File: src/rtl/sukm_pkg.sv
// Package for the sorted unique-key max table: field widths, codes and the
// command/status structs between controller and datapath.
// No dependencies.
`timescale 1ns / 1ps

package sukm_pkg;

  localparam int unsigned ACT_W   = 2;
  localparam int unsigned KEY_W   = 32;
  localparam int unsigned GRADE_W = 32;
  localparam int unsigned RANK_W  = 11;
  localparam int unsigned STAT_W  = 2;
  localparam int unsigned COUNT_W = 12;
  localparam int unsigned ENTRY_W = KEY_W + GRADE_W;

  // Item actions
  typedef enum logic [ACT_W-1:0] {
    ACT_INSERT = 2'd0,
    ACT_READ   = 2'd1,
    ACT_CLEAR  = 2'd2,
    ACT_NONE   = 2'd3
  } act_e;

  // Result status codes
  typedef enum logic [STAT_W-1:0] {
    STAT_OK      = 2'd0,
    STAT_BAD_KEY = 2'd1,
    STAT_FULL    = 2'd2,
    STAT_RANK    = 2'd3
  } stat_e;

  // Controller states
  typedef enum logic [2:0] {
    ST_IDLE,
    ST_DECODE,
    ST_SEARCH,
    ST_SEARCH_CMP,
    ST_PROBE,
    ST_SHIFT,
    ST_PLACE,
    ST_READ_WAIT
  } ctrl_state_e;

  // Separate from the state enum so the finish state stays readable
  localparam ctrl_state_e ST_LAST = ST_READ_WAIT;

  // Commands from controller to datapath
  typedef struct packed {
    logic  load;         // capture the accepted item
    logic  srch_init;    // lo = 0, hi = count
    logic  srch_issue;   // read entry at mid
    logic  srch_step;    // narrow lo/hi on the returned key
    logic  probe_issue;  // read entry at the insert position
    logic  shift_init;   // shift index = count
    logic  shift_step;   // read idx-1, write it to idx next cycle
    logic  wr_entry;     // write {key, grade} at the insert position
    logic  count_inc;    // one more unique entry
    logic  read_issue;   // read entry at the requested rank
    logic  clear;        // empty the table
    logic  res_load;     // load the result register
    stat_e res_status;
    logic  res_take;     // result carries the read entry
  } cmd_t;

  // Status from datapath to controller
  typedef struct packed {
    act_e action;
    logic key_bad;     // key is zero or negative
    logic srch_done;   // lo == hi
    logic probe_ok;    // insert position lies below the count
    logic key_hit;     // probed key equals the item key
    logic grade_gt;    // item grade above the stored grade
    logic full;        // count at capacity
    logic shift_done;  // shift index reached the insert position
    logic rank_ok;     // rank below the count
  } sts_t;

endpackage

File: src/rtl/sukm_ctrl.sv
// Controller for the sorted unique-key max table: sequences search, shift,
// place and read, and owns the handshakes. Depends on sukm_pkg.
`timescale 1ns / 1ps

module sukm_ctrl (
  input  logic            clk_i,
  input  logic            rst_ni,
  input  logic            in_valid_i,
  output logic            in_ready_o,
  output logic            out_valid_o,
  input  logic            out_ready_i,
  input  sukm_pkg::sts_t  sts_i,
  output sukm_pkg::cmd_t  cmd_o
);
  import sukm_pkg::*;

  ctrl_state_e state_q, state_d;
  stat_e       stat_q, stat_d;
  logic        take_q, take_d;
  logic        fin_q, fin_d;
  logic        out_valid_q, out_valid_d;

  // State and result bookkeeping
  always_ff @(posedge clk_i or negedge rst_ni) begin
    if (!rst_ni) begin
      state_q     <= ST_IDLE;
      stat_q      <= STAT_OK;
      take_q      <= 1'b0;
      fin_q       <= 1'b0;
      out_valid_q <= 1'b0;
    end else begin
      state_q     <= state_d;
      stat_q      <= stat_d;
      take_q      <= take_d;
      fin_q       <= fin_d;
      out_valid_q <= out_valid_d;
    end
  end

  // Next state and commands
  always_comb begin
    state_d    = state_q;
    stat_d     = stat_q;
    take_d     = take_q;
    fin_d      = fin_q;
    cmd_o      = '0;
    in_ready_o = 1'b0;

    if (fin_q) begin
      // Item done: wait for a free output slot, then hand over the result
      if (!out_valid_q || out_ready_i) begin
        cmd_o.res_load = 1'b1;
        fin_d          = 1'b0;
        state_d        = ST_IDLE;
      end
    end else begin
      unique case (state_q)
        ST_IDLE: begin
          in_ready_o = 1'b1;
          if (in_valid_i) begin
            cmd_o.load = 1'b1;
            state_d    = ST_DECODE;
          end
        end
        ST_DECODE: begin
          take_d = 1'b0;
          stat_d = STAT_OK;
          fin_d  = 1'b1;
          unique case (sts_i.action)
            ACT_INSERT: begin
              if (sts_i.key_bad) begin
                stat_d = STAT_BAD_KEY;
              end else begin
                cmd_o.srch_init = 1'b1;
                fin_d           = 1'b0;
                state_d         = ST_SEARCH;
              end
            end
            ACT_READ: begin
              if (sts_i.rank_ok) begin
                cmd_o.read_issue = 1'b1;
                fin_d            = 1'b0;
                state_d          = ST_READ_WAIT;
              end else begin
                stat_d = STAT_RANK;
              end
            end
            ACT_CLEAR: cmd_o.clear = 1'b1;
            ACT_NONE:  ;
          endcase
        end
        ST_SEARCH: begin
          if (!sts_i.srch_done) begin
            cmd_o.srch_issue = 1'b1;
            state_d          = ST_SEARCH_CMP;
          end else if (sts_i.probe_ok) begin
            cmd_o.probe_issue = 1'b1;
            state_d           = ST_PROBE;
          end else if (sts_i.full) begin
            stat_d = STAT_FULL;
            fin_d  = 1'b1;
          end else begin
            cmd_o.shift_init = 1'b1;
            state_d          = ST_SHIFT;
          end
        end
        ST_SEARCH_CMP: begin
          cmd_o.srch_step = 1'b1;
          state_d         = ST_SEARCH;
        end
        ST_PROBE: begin
          if (sts_i.key_hit) begin
            // Known key: keep the larger grade
            cmd_o.wr_entry = sts_i.grade_gt;
            fin_d          = 1'b1;
          end else if (sts_i.full) begin
            stat_d = STAT_FULL;
            fin_d  = 1'b1;
          end else begin
            cmd_o.shift_init = 1'b1;
            state_d          = ST_SHIFT;
          end
        end
        ST_SHIFT: begin
          // Last moved entry is written in the cycle that sees shift_done
          if (sts_i.shift_done) begin
            state_d = ST_PLACE;
          end else begin
            cmd_o.shift_step = 1'b1;
          end
        end
        ST_PLACE: begin
          cmd_o.wr_entry  = 1'b1;
          cmd_o.count_inc = 1'b1;
          fin_d           = 1'b1;
        end
        ST_READ_WAIT: begin
          take_d = 1'b1;
          fin_d  = 1'b1;
        end
        default: state_d = ST_IDLE;
      endcase
    end

    cmd_o.res_status = stat_q;
    cmd_o.res_take   = take_q;
  end

  // Output valid: set on result load, dropped on transfer
  always_comb begin
    out_valid_d = out_valid_q;
    if (out_valid_q && out_ready_i) begin
      out_valid_d = 1'b0;
    end
    if (cmd_o.res_load) begin
      out_valid_d = 1'b1;
    end
  end

  assign out_valid_o = out_valid_q;

  // An accepted item always moves on to decode
  a_accept_decode: assert property (@(posedge clk_i) disable iff (!rst_ni)
    (in_valid_i && in_ready_o) |=> (state_q == ST_DECODE))
    else $error("accepted item did not reach decode");

  // No new item while a finished one is still pending
  a_no_accept_fin: assert property (@(posedge clk_i) disable iff (!rst_ni)
    fin_q |-> !in_ready_o)
    else $error("input ready while a result is pending");

  // The walk never runs past the last state
  a_state_range: assert property (@(posedge clk_i) disable iff (!rst_ni)
    (state_q == ST_LAST) |=> (state_q == ST_LAST || state_q == ST_IDLE))
    else $error("read wait did not finish");

endmodule

File: config.mk
export PLATFORM = sky130hd
export DESIGN_NAME = sukm_ctrl
export DESIGN_NICKNAME = d
export VERILOG_FILES = /design/src/rtl/sukm_pkg.sv /design/src/rtl/sukm_ctrl.sv
export SDC_FILE = /design/constraint.sdc
export NUM_CORES = 1
export LEC_CHECK = 0
export BUFFER_PORTS_ARGS = -buffer_cell sky130_fd_sc_hd__buf_2
export CORE_AREA = 2 2 44 46
export CTS_CLUSTER_SIZE = 8
export DETAILED_ROUTE_END_ITERATION = 10
export DIE_AREA = 0 0 46 48
export GPL_TIMING_DRIVEN = 0
export PLACE_DENSITY_LB_ADDON = 0.3
export SLEW_MARGIN = 25
export SYNTH_ARGS = -nofsm -noshare
export SYNTH_HDL_FRONTEND = slang
export SYNTH_SLANG_ARGS = --single-unit
File: constraint.sdc
create_clock -name clk_i -period 2.2 [get_ports clk_i]
set_input_delay 0.11 -clock clk_i [delete_from_list [all_inputs] [get_ports clk_i]]
set_output_delay 0.11 -clock clk_i [all_outputs]
set_load 0.1 [all_outputs]
; ---- Word-level counts from Yosys, hierarchy flattened
; Index checks and enable logic that the tools add are counted.
; Widths: inputs -> output; s select.
[op_classes]
eq_ne = 19
mux = 62
bitwise_logic = 1
n_reduce_logical = 13
[op_table]
columns = cell, count
row1 = $mux 1, 35
row2 = $mux 3, 10
row3 = $pmux 3 s6, 1
row4 = $mux 2, 7
row5 = $eq 3x3->1 const B, 4
row6 = $mux 11, 1
row7 = $ne 3x3->1 const B, 3
row8 = $ne 4x4->1 const B, 2
row9 = $pmux 1 s2, 4
row10 = $reduce_and 8->1, 1
row11 = $reduce_bool 7->1, 1
row12 = $eq 3x2->1 const B, 2
row13 = $ne 2x2->1 const B, 3
row14 = $pmux 2 s3, 1
row15 = $pmux 3 s2, 1
row16 = $reduce_and 5->1, 1
row17 = $ne 4x2->1 const B, 1
row18 = $pmux 1 s4, 1
row19 = $pmux 2 s2, 1
row20 = $reduce_bool 2->1, 2
row21 = $eq 3x1->1 const B, 1
row22 = $logic_not 3->1, 1
row23 = $reduce_bool 3->1, 1
row24 = $eq 2x1->1 const B, 1
row25 = other kinds (9), 9
[totals]
register_bits = 8
output_inout_bits = 17
elab_cells = 100

; ---- Longest topological paths before layout
[depth]
ltp_word = 5
depth_mapped = 8
ltp_nobuf = 6

; ---- Least setup slack after synthesis
; No wires, ideal clock.
[synth_timing]
path_kind = register to output
startpoint = register state_q[1]
endpoint = output port cmd_o[14] in the netlist's numbering
t_arrival_ps = 4560
required_ps = 2090
setup_slack_ps = -2470
path_stages_with_launch = 4
path_cell_list = dfrtp_1 buf_6 nor4_1 and2_1
[synth_rtl]
columns = item, line
row1 = start: declaration, sukm_ctrl.sv:17  ; ctrl_state_e state_q, state_d;
row2 = start signal: assignment, sukm_ctrl.sv:32  ; state_q <= state_d;
row3 = end: declaration, sukm_ctrl.sv:13  ; output sukm_pkg::cmd_t cmd_o

==> reports/metrics.yaml <==
run_status:
  status: "complete, no violations"
die:
  start_util: 0.466
  die-width_um: 46
  die_area_um2: 2210
  die_height_um: 48
  core_um2: 1690
  fp-row-count: 15
  io_pins: 31
synthesis:
  syn_nets: 124
  synth_edf_count: 0
  yosysWarnings: 0
  async_flop_share: 1.00
  mappedNetlistArea_um2: 787
  ys_seq_area_frac: 0.254
  synth_area_leaders: "dfrtp_1, ha_1, nor4_1"
  synth_seq_cells: 8
  synth_ff_type: "dfrtp_1"
  synth_cell_type_count: 37
  syn_inst: 106
  synth_top_area_cell: "dfrtp_1"
  synth_area_per_cell_um2: 7.42
  synth_top_area_share: 0.254
placed_design:
  dpl.hpwl_mm: 1.73
  gp_congestion: 0.843
  port_buffers: 30
flow_run:
  max_cap_viol_count: 0
sta:
  holdWs_ns: 0.111
  period_share: 0.969
  fin_skew_ns: 0.00664
  finalSetupViolCount: 0
  rsz0062_at_grt: "no"
  period_needed_ns: 2.13
  tightestPinTransition_ns: 0.571
  max_freq_mhz: 469
  hold_viol: 0
  max-slew-margin-rel: 0.619
  slew_viol_final: 0
power_and_ir_drop:
  p_sw_uw: 1130
  cellInternalPower_uw: 642
  combPwrFrac: 0.776
  swShare: 0.637
  p_per_area_nw_per_um2: 1580
  power_frac_seq: 0.152
  ir_drop_uv: 875
  power.leakage_uw: 0.000534
  clockPowerShare: 0.072
route:
  drtIter0Drc: 20
  vias: 941
  avgViaCountPerCell: 5.99
  post_drt_wl_per_cell_um: 14.3
  post-route-drc-count: 0
  dr.pass1.iters: 5
  final_antenna_net_count: 0
  wl_met2_mm: 1.12
  met3_length_um: 159
  top_layer_used: "met4"
  routedLengthMet1_um: 860
  route.final.wire_length_mm: 2.24
setup_path:
  cp-start-kind: "register"
  critical_path.slowest_cell: "or4b_4"
  worst-path-max-fanout: 9
  required_ns: 2.09
  cp.arrival_ns: 2.02
  crit_path_cell_trace: "buf_6, or4b_4, nor3_4, buf_2"
  worstSetupPathType: "register to output port"
  rrSetupSlack_ns: 0.09
  reg2reg_depth: 7
  cp_slowest_stage_delay_ns: 0.60
  end_kind: "output port"
  rr_startpoint: "state_q[1]$_DFFE_PN0P_"
  reg2reg_to: "state_q[1]$_DFFE_PN0P_"
hold_path:
  holdPathStages: 3
  hold_start: "out_ready_i"
  hold_path_class: "input pin to register"
  holdPathEnd: "out_valid_o$_DFFE_PN0P_"
global_route:
  antenna_found_initial: 0
  grt_max_degree: 11
  grt_pass1_vias: 812
  grt_pass1_wl_mm: 3.41
  grt-ovfl-total: 0
  grtUsageTotal: 0.222
final_layout:
  syn_to_final_growth_pct: 42.1
  drive_gt1_frac: 0.379
  utilization: 0.662
  fin_nets: 160
  diodes: 0
clock_network:
  cts.sinks: 8
  cts_setup_buffers: 0
  clk_path_buf_depth: 2
  cts_tree: "done"
  path_clk_slew_ns: 0.06
  numCtsBuffers: 3
  cts_root_buf: "clkbuf_4"
  clock_latency_ns: 0.27
  htree_levels: 1
==> cells by family (layout without fill, tap and decap cells) <==
kind of cell | after synthesis | after routing | share of synthesized area
AOI/OAI and AO/OA | 26 | 26 | 0.229
and+or+nand+nor | 48 | 48 | 0.321
DFF | 8 | 8 | 0.254
adders and majority gates | 4 | 4 | 0.0636
buffers and inverters | 18 | 52 | 0.107
muxes | 1 | 1 | 0.0143
xor gates and xnor gates | 1 | 1 | 0.0111
==> layout make-up <==
class | count | area (um2)
inverters | 10 | 37.5
multi-input cells | 80 | 612
fillers | 148 | 571
repair buffers | 31 | 170
well taps | 17 | 21.3
clock buffers | 3 | 22.5
plain buffers | 8 | 55.1
flip-flops and latches | 8 | 200
==> per-stage QoR <==
step                total power [uW]  instance area [um2]  setup TNS, ns  setup WS, ns  cells
detailed placement              1640                 1070         -0.296        -0.144    153
CTS                             1770                 1110              0        0.0249    157
global placement                1610                 1070         -0.141       -0.0957    153
global route                    1870                 1120              0        0.0157    157
finish                          1770                 1120              0        0.0686    157
floorplan                       1410                  902          -1.61        -0.466    106
==> power by group through the flow <==
| stage | Sequential, uW | Clock, uW | Combinational, uW |
|---|---|---|---|
| finish | 270 | 127 | 1370 |
| global route | 279 | 130 | 1460 |
| CTS | 270 | 126 | 1370 |
| detailed placement | 273 | 0 | 1360 |
| global placement | 265 | 0 | 1340 |
| floorplan | 424 | 0 | 981 |
==> worst max-delay path by stage <==
stage	start	endpoint	slack, ns	depth (start not counted)
3_3_place_gp	state_q[1]$_DFFE_PN0P_	state_q[1]$_DFFE_PN0P_	-0.1	7
2_1_floorplan	state_q[2]$_DFFE_PN0P_	cmd_o[14]	-0.47	3
6_report	state_q[1]$_DFFE_PN0P_	cmd_o[4]	0.07	4
4_1_cts	state_q[1]$_DFFE_PN0P_	cmd_o[5]	0.02	4
3_5_place_dp	state_q[1]$_DFFE_PN0P_	state_q[1]$_DFFE_PN0P_	-0.14	7
5_1_grt	state_q[1]$_DFFE_PN0P_	state_q[1]$_DFFE_PN0P_	0.02	7
==> worst max-delay path, delay by kind of cell, from the launching register on <==
| kind | cells | cell delay (ns) |
|---|---|---|
| flip-flops | 1 | 0.42 |
| buffers and inverters | 2 | 0.60 |
| AND/OR/NAND/NOR | 2 | 0.72 |
==> routing by layer <==
| layer | up-vias | GRT usage |
|---|---|---|
| li1 | 447 | - |
| met4 | 0 | 0.154 |
| met1 | 434 | 0.243 |
| met5 | - | 0 |
| met2 | 47 | 0.394 |
| met3 | 13 | 0.0302 |
==> sequential cells by signal, indices dropped and copies added (netlist names) <==
register,cells
state_q,3
fin_q,1
stat_q,2
take_q,1
out_valid_o,1
==> cell usage after synthesis, types with 2 or more instances <==
master	number
nand2_1	9
a31oi_1	4
nand2b_1	3
and2_1	3
buf_4	2
clkbuf_1	3
nor2_1	11
nor3_1	6
dfrtp_1	8
inv_1	10
and3_1	2
a32oi_1	2
nor4_1	7
ha_1	4
o21ai_0	4
nor2b_1	2
a21o_1	2
a21oi_1	5
==> placed cells by master (no fill, tap or decap), types with 2 or more instances in the layout <==
cell type and instances:
buf_2 28, inv_1 10, nor2_1 10, nand2_1 9
dfrtp_1 8, a21oi_1 5, clkbuf_4 5, nor4_4 4
a31oi_1 4, ha_1 4, buf_4 4, nor3_4 3
nor3_1 3, nand2b_1 3, and2_1 3, o21ai_0 3
buf_6 2, clkbuf_1 2, nor4_2 2, nor2b_1 2
a32oi_1 2, and3_1 2, a21o_1 2
==> timing repair <==
item                                    4_1_cts  5_1_grt
hold endpoints to repair                      8        0
gates cloned                                  0        0
endpoints found under the setup margin        6        3
gates resized for setup                       4        3
hold buffers                                  1        0
Note: power is estimated with default switching activity, not from simulation.
